===== src/hw/rtl/pco_tlv_pkg.sv =====
// ----------------------------------------------------------------------------
// pco_tlv_pkg
// Shared types, identifier constants and decode helpers for the PCO item
// parser.
// ----------------------------------------------------------------------------
package pco_tlv_pkg;

	// Configuration protocol identifiers (always one-octet length)
	localparam logic [15:0] ID_LCP  = 16'hC021;
	localparam logic [15:0] ID_PAP  = 16'hC023;
	localparam logic [15:0] ID_CHAP = 16'hC223;
	localparam logic [15:0] ID_IPCP = 16'h8021;

	// Downlink containers with a two-octet length
	localparam logic [15:0] ID_WIDE_A = 16'h0023;
	localparam logic [15:0] ID_WIDE_B = 16'h0024;
	localparam logic [15:0] ID_WIDE_C = 16'h0030;

	// Role of one octet in the stream, decided by the front end
	typedef logic [2:0] kind_t;
	localparam kind_t KIND_ID_HI    = 3'd0;
	localparam kind_t KIND_ID_LO    = 3'd1;
	localparam kind_t KIND_LEN_HI   = 3'd2;
	localparam kind_t KIND_LEN_LAST = 3'd3;
	localparam kind_t KIND_CONTENT  = 3'd4;

	// One classified octet, front end to back end
	typedef struct packed {
		kind_t       kind;
		logic [7:0]  data;
		logic        done;
		logic        trunc;
	} entry_t;

	function automatic logic proto_ident(input logic [15:0] id);
		return (id == ID_LCP) || (id == ID_PAP) || (id == ID_CHAP) || (id == ID_IPCP);
	endfunction

	function automatic logic wide_ident(input logic [15:0] id);
		return (id == ID_WIDE_A) || (id == ID_WIDE_B) || (id == ID_WIDE_C);
	endfunction

endpackage


===== src/hw/rtl/pco_tlv_if.sv =====
// ----------------------------------------------------------------------------
// pco_tlv interfaces
// Valid/ready channels for the input octets, the results and the
// configuration register write.
// ----------------------------------------------------------------------------
interface pco_tlv_in_if;
	logic       valid;
	logic       ready;
	logic [7:0] stream_byte;
	logic       buffer_end;

	modport source (output valid, stream_byte, buffer_end, input ready);
	modport sink   (input valid, stream_byte, buffer_end, output ready);
endinterface

interface pco_tlv_out_if;
	logic        valid;
	logic        ready;
	logic [15:0] item_id;
	logic        protocol_list;
	logic [15:0] item_length;
	logic [7:0]  content_byte;
	logic        content_valid;
	logic        item_begin;
	logic        item_done;
	logic        truncated;

	modport source (output valid, item_id, protocol_list, item_length, content_byte,
		content_valid, item_begin, item_done, truncated, input ready);
	modport sink   (input valid, item_id, protocol_list, item_length, content_byte,
		content_valid, item_begin, item_done, truncated, output ready);
endinterface

interface pco_tlv_cfg_if;
	logic valid;
	logic ready;
	logic uplink_mode;

	modport source (output valid, uplink_mode, input ready);
	modport sink   (input valid, uplink_mode, output ready);
endinterface


===== src/hw/rtl/pco_tlv_front.sv =====
// ----------------------------------------------------------------------------
// pco_tlv_front
// Item framing state machine: tracks the parse phase and the remaining
// content count, and tags every accepted octet with its role.
// ----------------------------------------------------------------------------
module pco_tlv_front
	import pco_tlv_pkg::*;
(
	input  logic   clk,
	input  logic   arst_n,
	input  logic   in_valid,
	output logic   in_ready,
	input  logic [7:0] in_byte,
	input  logic   in_last,
	input  logic   cfg_valid,
	input  logic   cfg_uplink,
	input  logic   q_full,
	output logic   push,
	output entry_t push_entry
);

	localparam logic [2:0] PH_ID_HI    = 3'd0;
	localparam logic [2:0] PH_ID_LO    = 3'd1;
	localparam logic [2:0] PH_LEN_HI   = 3'd2;
	localparam logic [2:0] PH_LEN_LAST = 3'd3;
	localparam logic [2:0] PH_CONTENT  = 3'd4;

	logic [2:0]  phase_q, phase_d;
	logic        uplink_q;
	logic [7:0]  idhi_q, idhi_d;
	logic [7:0]  lenhi_q, lenhi_d;
	logic [15:0] left_q, left_d;
	logic [15:0] id_full;
	logic [15:0] len_full;
	logic [15:0] left_dec;
	kind_t       kind;
	logic        done;

	assign in_ready = ~q_full;
	assign push     = in_valid & in_ready;

	assign id_full  = {idhi_q, in_byte};
	assign len_full = {lenhi_q, in_byte};
	assign left_dec = left_q - 16'd1;

	always_comb begin
		phase_d = phase_q;
		idhi_d  = idhi_q;
		lenhi_d = lenhi_q;
		left_d  = left_q;
		kind    = KIND_ID_HI;
		done    = 1'b0;
		case (phase_q)
			PH_ID_LO: begin
				kind = KIND_ID_LO;
				if (!proto_ident(id_full) && !uplink_q && wide_ident(id_full))
					phase_d = PH_LEN_HI;
				else
					phase_d = PH_LEN_LAST;
			end
			PH_LEN_HI: begin
				kind    = KIND_LEN_HI;
				lenhi_d = in_byte;
				phase_d = PH_LEN_LAST;
			end
			PH_LEN_LAST: begin
				kind   = KIND_LEN_LAST;
				left_d = len_full;
				if (len_full == 16'd0) begin
					done    = 1'b1;
					phase_d = PH_ID_HI;
				end else begin
					phase_d = PH_CONTENT;
				end
			end
			PH_CONTENT: begin
				kind   = KIND_CONTENT;
				left_d = left_dec;
				if (left_dec == 16'd0) begin
					done    = 1'b1;
					phase_d = PH_ID_HI;
				end
			end
			default: begin
				// identifier high octet; unused codes land here too
				kind    = KIND_ID_HI;
				idhi_d  = in_byte;
				lenhi_d = 8'd0;
				left_d  = 16'd0;
				phase_d = PH_ID_LO;
			end
		endcase
		if (in_last)
			phase_d = PH_ID_HI;
	end

	assign push_entry.kind  = kind;
	assign push_entry.data  = in_byte;
	assign push_entry.done  = done;
	assign push_entry.trunc = in_last & ~done;

	always_ff @(posedge clk or negedge arst_n) begin
		if (!arst_n) begin
			phase_q  <= PH_ID_HI;
			uplink_q <= 1'b0;
		end else begin
			if (push)
				phase_q <= phase_d;
			if (cfg_valid)
				uplink_q <= cfg_uplink;
		end
	end

	always_ff @(posedge clk) begin
		if (push) begin
			idhi_q  <= idhi_d;
			lenhi_q <= lenhi_d;
			left_q  <= left_d;
		end
	end

endmodule


===== src/hw/rtl/pco_tlv_queue.sv =====
// ----------------------------------------------------------------------------
// pco_tlv_queue
// Small register FIFO between the framing front end and the result back end.
// ----------------------------------------------------------------------------
module pco_tlv_queue
	import pco_tlv_pkg::*;
#(
	parameter int DEPTH = 4
) (
	input  logic   clk,
	input  logic   arst_n,
	input  logic   push,
	input  entry_t push_entry,
	output logic   full,
	output logic   pop_valid,
	input  logic   pop,
	output entry_t pop_entry
);

	localparam int AW = (DEPTH > 1) ? $clog2(DEPTH) : 1;
	localparam int CW = $clog2(DEPTH + 1);

	entry_t        mem_q [DEPTH];
	logic [AW-1:0] wr_ptr_q, rd_ptr_q;
	logic [CW-1:0] count_q;

	assign full      = (count_q == CW'(DEPTH));
	assign pop_valid = (count_q != '0);
	assign pop_entry = mem_q[rd_ptr_q];

	function automatic logic [AW-1:0] ptr_next(input logic [AW-1:0] p);
		return (p == AW'(DEPTH - 1)) ? '0 : p + AW'(1);
	endfunction

	always_ff @(posedge clk or negedge arst_n) begin
		if (!arst_n) begin
			wr_ptr_q <= '0;
			rd_ptr_q <= '0;
			count_q  <= '0;
		end else begin
			if (push)
				wr_ptr_q <= ptr_next(wr_ptr_q);
			if (pop)
				rd_ptr_q <= ptr_next(rd_ptr_q);
			if (push && !pop)
				count_q <= count_q + CW'(1);
			else if (pop && !push)
				count_q <= count_q - CW'(1);
		end
	end

	always_ff @(posedge clk) begin
		if (push)
			mem_q[wr_ptr_q] <= push_entry;
	end

endmodule


===== src/hw/rtl/pco_tlv_back.sv =====
// ----------------------------------------------------------------------------
// pco_tlv_back
// Result builder: keeps the current identifier, list and length, and forms
// one result per classified octet into the output register.
// ----------------------------------------------------------------------------
module pco_tlv_back
	import pco_tlv_pkg::*;
(
	input  logic   clk,
	input  logic   arst_n,
	input  logic   q_valid,
	output logic   pop,
	input  entry_t q_entry,
	pco_tlv_out_if.source tx
);

	logic        out_valid_q;
	logic [15:0] id_q, id_d;
	logic        proto_q, proto_d;
	logic [15:0] len_q, len_d;
	logic [7:0]  lenhi_q, lenhi_d;
	logic [7:0]  cbyte;
	logic        cvalid;
	logic        begin_f;

	logic [15:0] o_id_q;
	logic        o_proto_q;
	logic [15:0] o_len_q;
	logic [7:0]  o_cbyte_q;
	logic        o_cvalid_q;
	logic        o_begin_q;
	logic        o_done_q;
	logic        o_trunc_q;

	// output register refills whenever it is empty or being drained
	assign pop = q_valid & (~out_valid_q | tx.ready);

	always_comb begin
		id_d    = id_q;
		proto_d = proto_q;
		len_d   = len_q;
		lenhi_d = lenhi_q;
		cbyte   = 8'd0;
		cvalid  = 1'b0;
		begin_f = 1'b0;
		case (q_entry.kind)
			KIND_ID_HI: begin
				id_d    = {q_entry.data, 8'd0};
				proto_d = 1'b0;
				len_d   = 16'd0;
				lenhi_d = 8'd0;
				begin_f = 1'b1;
			end
			KIND_ID_LO: begin
				id_d    = {id_q[15:8], q_entry.data};
				proto_d = proto_ident({id_q[15:8], q_entry.data});
			end
			KIND_LEN_HI:   lenhi_d = q_entry.data;
			KIND_LEN_LAST: len_d   = {lenhi_q, q_entry.data};
			KIND_CONTENT: begin
				cbyte  = q_entry.data;
				cvalid = 1'b1;
			end
			default: ;
		endcase
	end

	always_ff @(posedge clk or negedge arst_n) begin
		if (!arst_n)
			out_valid_q <= 1'b0;
		else if (pop)
			out_valid_q <= 1'b1;
		else if (tx.ready)
			out_valid_q <= 1'b0;
	end

	always_ff @(posedge clk) begin
		if (pop) begin
			id_q       <= id_d;
			proto_q    <= proto_d;
			len_q      <= len_d;
			lenhi_q    <= lenhi_d;
			o_id_q     <= id_d;
			o_proto_q  <= proto_d;
			o_len_q    <= len_d;
			o_cbyte_q  <= cbyte;
			o_cvalid_q <= cvalid;
			o_begin_q  <= begin_f;
			o_done_q   <= q_entry.done;
			o_trunc_q  <= q_entry.trunc;
		end
	end

	assign tx.valid         = out_valid_q;
	assign tx.item_id       = o_id_q;
	assign tx.protocol_list = o_proto_q;
	assign tx.item_length   = o_len_q;
	assign tx.content_byte  = o_cbyte_q;
	assign tx.content_valid = o_cvalid_q;
	assign tx.item_begin    = o_begin_q;
	assign tx.item_done     = o_done_q;
	assign tx.truncated     = o_trunc_q;

endmodule


===== src/hw/rtl/pco_tlv_stream_parser_core.sv =====
// ----------------------------------------------------------------------------
// pco_tlv_stream_parser_core
// Protocol configuration options item parser, one octet per request.
// ----------------------------------------------------------------------------
// Channels:
//   rx  - one buffer octet per request, with buffer_end on the final octet.
//   tx  - one result per input octet: item identifier, list, length, content
//         octet and the begin/done/truncated marks.
//   cfg - writes uplink_mode; write only while the parser is idle.
// Throughput: one octet per cycle sustained while tx keeps up. The framing
// state machine in the front end updates once per accepted octet, so
// consecutive octets follow each other with no gap until the queue fills.
// Path: an accepted rx octet is held in a queue slot, then in the output
// register, before it shows on tx.
// Reset: parser expects an identifier high octet, uplink_mode is 0, the
// queue and output register are empty.
// Stall: when tx is held off the queue fills; rx.ready falls once
// QUEUE_DEPTH octets are waiting and rises as soon as a slot frees.
// ----------------------------------------------------------------------------
module pco_tlv_stream_parser_core
	import pco_tlv_pkg::*;
#(
	parameter int QUEUE_DEPTH = 4
) (
	input  logic clk,
	input  logic arst_n,
	pco_tlv_in_if.sink    rx,
	pco_tlv_cfg_if.sink   cfg,
	pco_tlv_out_if.source tx
);

	entry_t push_entry;
	entry_t pop_entry;
	logic   push;
	logic   pop;
	logic   q_full;
	logic   q_valid;

	assign cfg.ready = 1'b1;

	pco_tlv_front u_front (
		.clk        (clk),
		.arst_n     (arst_n),
		.in_valid   (rx.valid),
		.in_ready   (rx.ready),
		.in_byte    (rx.stream_byte),
		.in_last    (rx.buffer_end),
		.cfg_valid  (cfg.valid),
		.cfg_uplink (cfg.uplink_mode),
		.q_full     (q_full),
		.push       (push),
		.push_entry (push_entry)
	);

	pco_tlv_queue #(
		.DEPTH (QUEUE_DEPTH)
	) u_queue (
		.clk        (clk),
		.arst_n     (arst_n),
		.push       (push),
		.push_entry (push_entry),
		.full       (q_full),
		.pop_valid  (q_valid),
		.pop        (pop),
		.pop_entry  (pop_entry)
	);

	pco_tlv_back u_back (
		.clk     (clk),
		.arst_n  (arst_n),
		.q_valid (q_valid),
		.pop     (pop),
		.q_entry (pop_entry),
		.tx      (tx)
	);

endmodule


===== src/flat_wrapper.sv =====
// flat-port wrapper written by rule: the top's interface ports become plain ports
module pco_tlv_stream_parser_core_flat import pco_tlv_pkg::*;
#(
	parameter int QUEUE_DEPTH = 4
)
  (clk, arst_n, rx_valid, rx_stream_byte, rx_buffer_end, rx_ready, cfg_valid, cfg_uplink_mode, cfg_ready, tx_valid, tx_item_id, tx_protocol_list, tx_item_length, tx_content_byte, tx_content_valid, tx_item_begin, tx_item_done, tx_truncated, tx_ready);
  pco_tlv_in_if rx_i ();
  pco_tlv_cfg_if cfg_i ();
  pco_tlv_out_if tx_i ();
  input  logic clk;
  input  logic arst_n;
  input wire logic [$bits(rx_i.valid)-1:0] rx_valid;
  input wire logic [$bits(rx_i.stream_byte)-1:0] rx_stream_byte;
  input wire logic [$bits(rx_i.buffer_end)-1:0] rx_buffer_end;
  output wire logic [$bits(rx_i.ready)-1:0] rx_ready;
  input wire logic [$bits(cfg_i.valid)-1:0] cfg_valid;
  input wire logic [$bits(cfg_i.uplink_mode)-1:0] cfg_uplink_mode;
  output wire logic [$bits(cfg_i.ready)-1:0] cfg_ready;
  output wire logic [$bits(tx_i.valid)-1:0] tx_valid;
  output wire logic [$bits(tx_i.item_id)-1:0] tx_item_id;
  output wire logic [$bits(tx_i.protocol_list)-1:0] tx_protocol_list;
  output wire logic [$bits(tx_i.item_length)-1:0] tx_item_length;
  output wire logic [$bits(tx_i.content_byte)-1:0] tx_content_byte;
  output wire logic [$bits(tx_i.content_valid)-1:0] tx_content_valid;
  output wire logic [$bits(tx_i.item_begin)-1:0] tx_item_begin;
  output wire logic [$bits(tx_i.item_done)-1:0] tx_item_done;
  output wire logic [$bits(tx_i.truncated)-1:0] tx_truncated;
  input wire logic [$bits(tx_i.ready)-1:0] tx_ready;
  assign rx_i.valid = rx_valid;
  assign rx_i.stream_byte = rx_stream_byte;
  assign rx_i.buffer_end = rx_buffer_end;
  assign rx_ready = rx_i.ready;
  assign cfg_i.valid = cfg_valid;
  assign cfg_i.uplink_mode = cfg_uplink_mode;
  assign cfg_ready = cfg_i.ready;
  assign tx_valid = tx_i.valid;
  assign tx_item_id = tx_i.item_id;
  assign tx_protocol_list = tx_i.protocol_list;
  assign tx_item_length = tx_i.item_length;
  assign tx_content_byte = tx_i.content_byte;
  assign tx_content_valid = tx_i.content_valid;
  assign tx_item_begin = tx_i.item_begin;
  assign tx_item_done = tx_i.item_done;
  assign tx_truncated = tx_i.truncated;
  assign tx_i.ready = tx_ready;
  pco_tlv_stream_parser_core #(.QUEUE_DEPTH(QUEUE_DEPTH)) u_core (.clk(clk), .arst_n(arst_n), .rx(rx_i), .cfg(cfg_i), .tx(tx_i));
endmodule

===== config.mk =====
export PLATFORM = sky130hd
export DESIGN_NAME = pco_tlv_stream_parser_core_flat
export DESIGN_NICKNAME = d
export VERILOG_FILES = /design/src/hw/rtl/pco_tlv_pkg.sv /design/src/hw/rtl/pco_tlv_if.sv /design/src/hw/rtl/pco_tlv_front.sv /design/src/hw/rtl/pco_tlv_queue.sv /design/src/hw/rtl/pco_tlv_back.sv /design/src/hw/rtl/pco_tlv_stream_parser_core.sv /design/src/flat_wrapper.sv
export SDC_FILE = /design/constraint.sdc
export NUM_CORES = 1
export LEC_CHECK = 0
export BUFFER_PORTS_ARGS = -buffer_cell sky130_fd_sc_hd__buf_2
export CAP_MARGIN = 20
export CORE_MARGIN = 1.5
export CORE_UTILIZATION = 53
export CTS_CLUSTER_DIAMETER = 80
export DETAILED_ROUTE_END_ITERATION = 10
export GPL_TIMING_DRIVEN = 0
export HOLD_SLACK_MARGIN = 0.08
export PLACE_DENSITY = 0.78
export RECOVER_POWER = 100
export SLEW_MARGIN = 5
export SYNTH_ARGS = -nofsm -noshare
export SYNTH_HDL_FRONTEND = slang
export SYNTH_SLANG_ARGS = --single-unit

===== constraint.sdc =====
create_clock -name clk -period 2.56 [get_ports clk]
set_input_delay 0.384 -clock clk [delete_from_list [all_inputs] [get_ports clk]]
set_output_delay 0.384 -clock clk [all_outputs]
set_load 0.005 [all_outputs]

---- Word-level counts from Yosys, hierarchy flattened ----
Memories as Yosys holds them, arrays and structs flattened.
Index checks and enable logic that the tools add are counted.
word-level totals
  memories ................................ 1
  bits in writable memories ............... 52
  bits of input ports ..................... 15
  flip-flop bits (word level) ............. 97
  output and inout bits ................... 48
  word-level logic and storage cells ...... 120
memory list
  name                  depth  width  rd ports  clocked after memory_dff  wr ports  line                 RTL
  u_core.u_queue.mem_q  4      13     1         0                         1         pco_tlv_queue.sv:23  entry_t mem_q [DEPTH];
operators by class
  bitwise operators ....................... 11
  eq/ne operators ......................... 23
  add/sub/neg operators ................... 5
  reduce and logical (&&, ||, !) cells .... 36
  mux-type cells .......................... 25
operators with widths
  operator                 number
  $eq A16 B16 Y1 const B   8
  $pmux W16 S2             2
  $eq A16 B6 Y1 const B    3
  $pmux W16 S3             1
  $logic_not A16 Y1        2
  $pmux W8 S2              2
  $pmux W3 S4              2
  $sub A16 B1 Y16 const B  1
  $mux W3                  5
  $reduce_and A2 Y1        7
  $eq A3 B2 Y1 const B     4
  $reduce_bool A2 Y1       5
  $eq A3 B3 Y1 const B     3
  $mux W1                  9
  $logic_or A1 B1 Y1       8
  $not A1 Y1               7
  $eq A3 B1 Y1 const B     2
  $add A2 B1 Y2 const B    2
  $eq A2 B2 Y1 const B     2
  $logic_and A1 B1 Y1      4
  $logic_not A1 Y1         4
  $mux W2                  2
  $pmux W1 S2              2
  $reduce_or A4 Y1         1
  10 further kinds         12

---- Longest topological paths before layout ----
  depth after elaboration ................. 10
  depth in mapped cells ................... 10
  depth with buffers taken out ............ 10

---- Hierarchy ----
From an unflattened synthesis, not the netlist that was laid out.
unflattened totals
  cells, all modules ...................... 435
  area, all modules ....................... 6453.7 um2
by module, submodules not included
  module                      area an instance (um2)  cells an instance  instances  seq. area each (um2)
  pco_tlv_queue               2322.2                  105                1          1736.7
  pco_tlv_back                2073.2                  126                1          1616.6
  pco_tlv_front               2047.0                  202                1          1061.0
  pco_tlv_stream_parser_core  11.3                    2                  1          0.0

---- Worst setup path before layout ----
No wires, ideal clock.
  path type ............................... register to register
  start ................................... reg, netlist name u_core.u_queue.rd_ptr_q[0]
  end ..................................... reg u_core.u_back.o_len_q[0] (netlist: u_core.u_back.tx.item_length[0]) (enable)
  setup slack ............................. -189 ps
  library setup time ...................... 395 ps
  required time ........................... 2165 ps
  period minus slack after synthesis ...... 2749 ps
  cell stages (with the launch flop) ...... 7
  arrival time ............................ 2354 ps
  buffers on the path ..................... 2
  path through ............................ dfrtp_1 buf_6 mux4_2 nor2b_1 buf_2 nand2_1 o22ai_1
RTL lines
  item                  line                RTL
  end signal, assigned  pco_tlv_back.sv:85  o_len_q <= len_d;
  end, declared         pco_tlv_back.sv:28  logic [15:0] o_len_q;

==> impl_metrics.tcl <==
set metrics [dict create \
    status "complete, no violations" \
    coreArea_sq_mm 0.0116 \
    fp.dieArea_sq_mm 0.0127 \
    dominantRegCellSynth "edfxtp_1" \
    layout_commonest_cell "edfxtp_1" \
    drv_slew 0 \
    hold_slack_ns 0.197 \
    ys_warn_count 0 \
    dieHeight_um 113 \
    peakVddDrop_mv 0.645 \
    crit_path_max_fanout 6 \
    io-pin-count 63 \
    p_int_mw 6.26 \
    max_slew_margin_pct 31.0 \
    rows 39 \
    grtUsageMet1_pct 25.6 \
    grt_pass1_vias 3988 \
    syn_area_sq_mm 0.00638 \
    required_ns 2.78 \
    swShare_pct 32.9 \
    ys_seq_area_share_pct 69.2 \
    cts_tree "done" \
    h-tree-depth 4 \
    nets 560 \
    n_fill_cell 838 \
    p_leak_nw 2.76 \
    place_congestion 0.842 \
    hold_viol 0 \
    final_area_sq_mm 0.00756 \
    clock_sinks 149 \
    vias 3908 \
    yosys.cell_types.count 60 \
    avgViaCountPerCell 5.66 \
    clock.fmax_ghz 0.406 \
    drive_gt1_share_pct 19.3 \
    max-cap-violations 0 \
    start_util_pct 55.2 \
    comb_power_share_pct 30.1 \
    grt_pass1_wl_um 20100 \
    finalCritPeriodShare_pct 96.3 \
    first_pass_iters 5 \
    worst_pin_slew_ns 1.02 \
    grt_usage_pct 21.3 \
    wl_per_cell_um 18.5 \
    path_clk_slew_ns 0.06 \
    synth_edf_count 137 \
    synth_cells 446 \
    antenna_found_initial 0 \
    grt_max_degree 17 \
    grt_use_met3_pct 4.82 \
    hpwl_um 8210 \
    multiInputGateArea_sq_mm 0.00190 \
    crit_path_start_kind "flip-flop" \
    skew_ns 0.0102 \
    yosys_register_bits 149 \
    timing.setup.tns_ns 0 \
    seqCellArea_sq_mm 0.00441 \
    cp-end-kind "flip-flop" \
    diodes 0 \
    final_cell_mix "edfxtp_1, nor2_1, clkbuf_1, nand2_1, buf_2" \
    grt_overflow 0 \
    syn_avg_cell_area_sq_um 14.3 \
    placed_area_sq_mm 0.00688 \
    cts_root_buffer "clkbuf_16" \
    drtIter0Drc 351 \
    worst-setup-path-type "flip-flop to flip-flop" \
    io_buffer_count 61 \
    cp.arrival_ns 2.69 \
    cts_made_buffers 17 \
    drcViolationCount 0 \
    ys_async_sr_fraction_pct 8.05 \
    worstHoldPathType "input port to flip-flop" \
    clockBufferDepth 2 \
    wirelength_um 12800 \
    fin_crit_ns 2.47 \
    clk_latency_ns 0.43 \
    report.final.setup_viol 0 \
    postRouteAntennaNets 0 \
    syn_to_final_growth_pct 18.5 \
    cellPowerDensity_mw_per_mm2 1230 \
    synth_fp_nets 470 \
    switching_power_mw 3.07 \
    busiest_layer "met2" \
    use_met2_pct 35.9 \
    dieWidth_um 113 \
    power_frac_clock_pct 26.5 \
    seq_power_share_pct 43.3 \
]
## synthesized netlist by cell type (all sizes together) (8+ instances only)
cell type	n	area, sq um
nor4	8	71.3
mux4	8	195
inv	13	48.8
ha	8	100
xnor2	9	78.8
and2	11	68.8
nand2	39	146
buf	10	63.8
edfxtp	137	4110
nor2	57	221
o21ai	24	120
and3	12	75.1
dfrtp	12	300
## worst paths after layout
check / endpoint / slack [ns] / from / cells after the start
min in group asynchronous: u_core.u_queue.count_q[1] / 0.54 / arst_n / 2
worst max register to register: u_core.u_queue.mem_q[0][0] / 0.09 / u_core.u_front.left_q[0] / 7
worst min-delay path: u_core.u_front.uplink_q / 0.20 / cfg_uplink_mode / 2
max in group asynchronous: u_core.u_front.phase_q[1] / 1.54 / arst_n / 2
worst max-delay path: u_core.u_queue.mem_q[0][0] / 0.09 / u_core.u_front.left_q[0] / 7
worst min register to register: u_core.u_front.uplink_q / 0.52 / u_core.u_front.uplink_q / 1
## through the flow
stage	power [mW]	utilization (%)	setup WS, ns	instances
3_5_place_dp	6.74	59.5	-0.208	651
3_3_place_gp	6.58	59.4	-0.193	650
5_1_grt	9.80	65.4	-0.0262	691
6_report	9.33	65.4	0.0950	691
2_1_floorplan	5.79	-	0.183	446
4_1_cts	9.27	65.0	-0.0669	686
## power by group through the flow
stage	Sequential (mW)	Combinational, mW	Clock [mW]
after floorplan	4.03	1.77	0
after global placement	4.02	2.56	0
after detailed placement	4.07	2.67	0
after CTS	4.03	2.74	2.50
after global routing	4.11	3.08	2.61
final	4.04	2.81	2.48
## cell families after synthesis
group,synth area share (%)
simple gates,14.4
xor+xnor,2.20
flops,69.2
buf+inv,2.20
compound gates,4.84
mux,5.24
fa+ha+maj,1.88
other cells,0.0588
## cell type report
cell class / instances / area share (%)
clock inverters: 12 / 2.05
inverters: 13 / 0.645
flip-flops and latches: 149 / 58.4
plain buffers: 17 / 1.11
multi-input cells: 267 / 25.1
clock buffers: 19 / 5.73
well taps: 143 / 2.37
repair buffers: 71 / 4.58
## worst max-delay path, stage by stage, from the launching register on
cell      delay [ns]
edfxtp_1        0.49
inv_1           0.11
ha_2            0.24
nor3b_4         0.29
o21ai_0         0.14
a221o_1         0.38
and4_1          0.26
a221oi_4        0.34
## flip-flops by register name (all words and copies together) (netlist names)
register                        cells
u_core.u_front.phase_q              3
u_core.u_back.tx.valid              1
u_core.u_back.tx.content_byte       8
u_core.u_back.lenhi_q               8
u_core.u_front.lenhi_q              8
u_core.u_queue.rd_ptr_q             2
u_core.u_queue.wr_ptr_q             2
u_core.u_back.tx.item_done          1
u_core.u_front.left_q              16
u_core.u_back.tx.item_id           16
u_core.u_queue.mem_q               52
u_core.u_back.tx.truncated          1
u_core.u_back.tx.item_begin         1
u_core.u_back.tx.content_valid      1
u_core.u_back.tx.item_length       16
u_core.u_queue.count_q              3
u_core.u_back.tx.protocol_list      1
u_core.u_front.idhi_q               8
u_core.u_front.uplink_q             1
## what timing repair did
action                     CTS  global route
setup endpoints to repair   38            46
pin swaps                    1             1
hold buffers                 1             0
gates resized for setup      3            10
hold endpoints to repair    12             0
setup buffers                3             3
## metal layers
layer	routed length (um)	part of all wire, %
met2	6460	51
met3	774	6.1
met4	304	2.4
met1	5220	41
met5	0	0
Power figures use the tool's default switching activity.
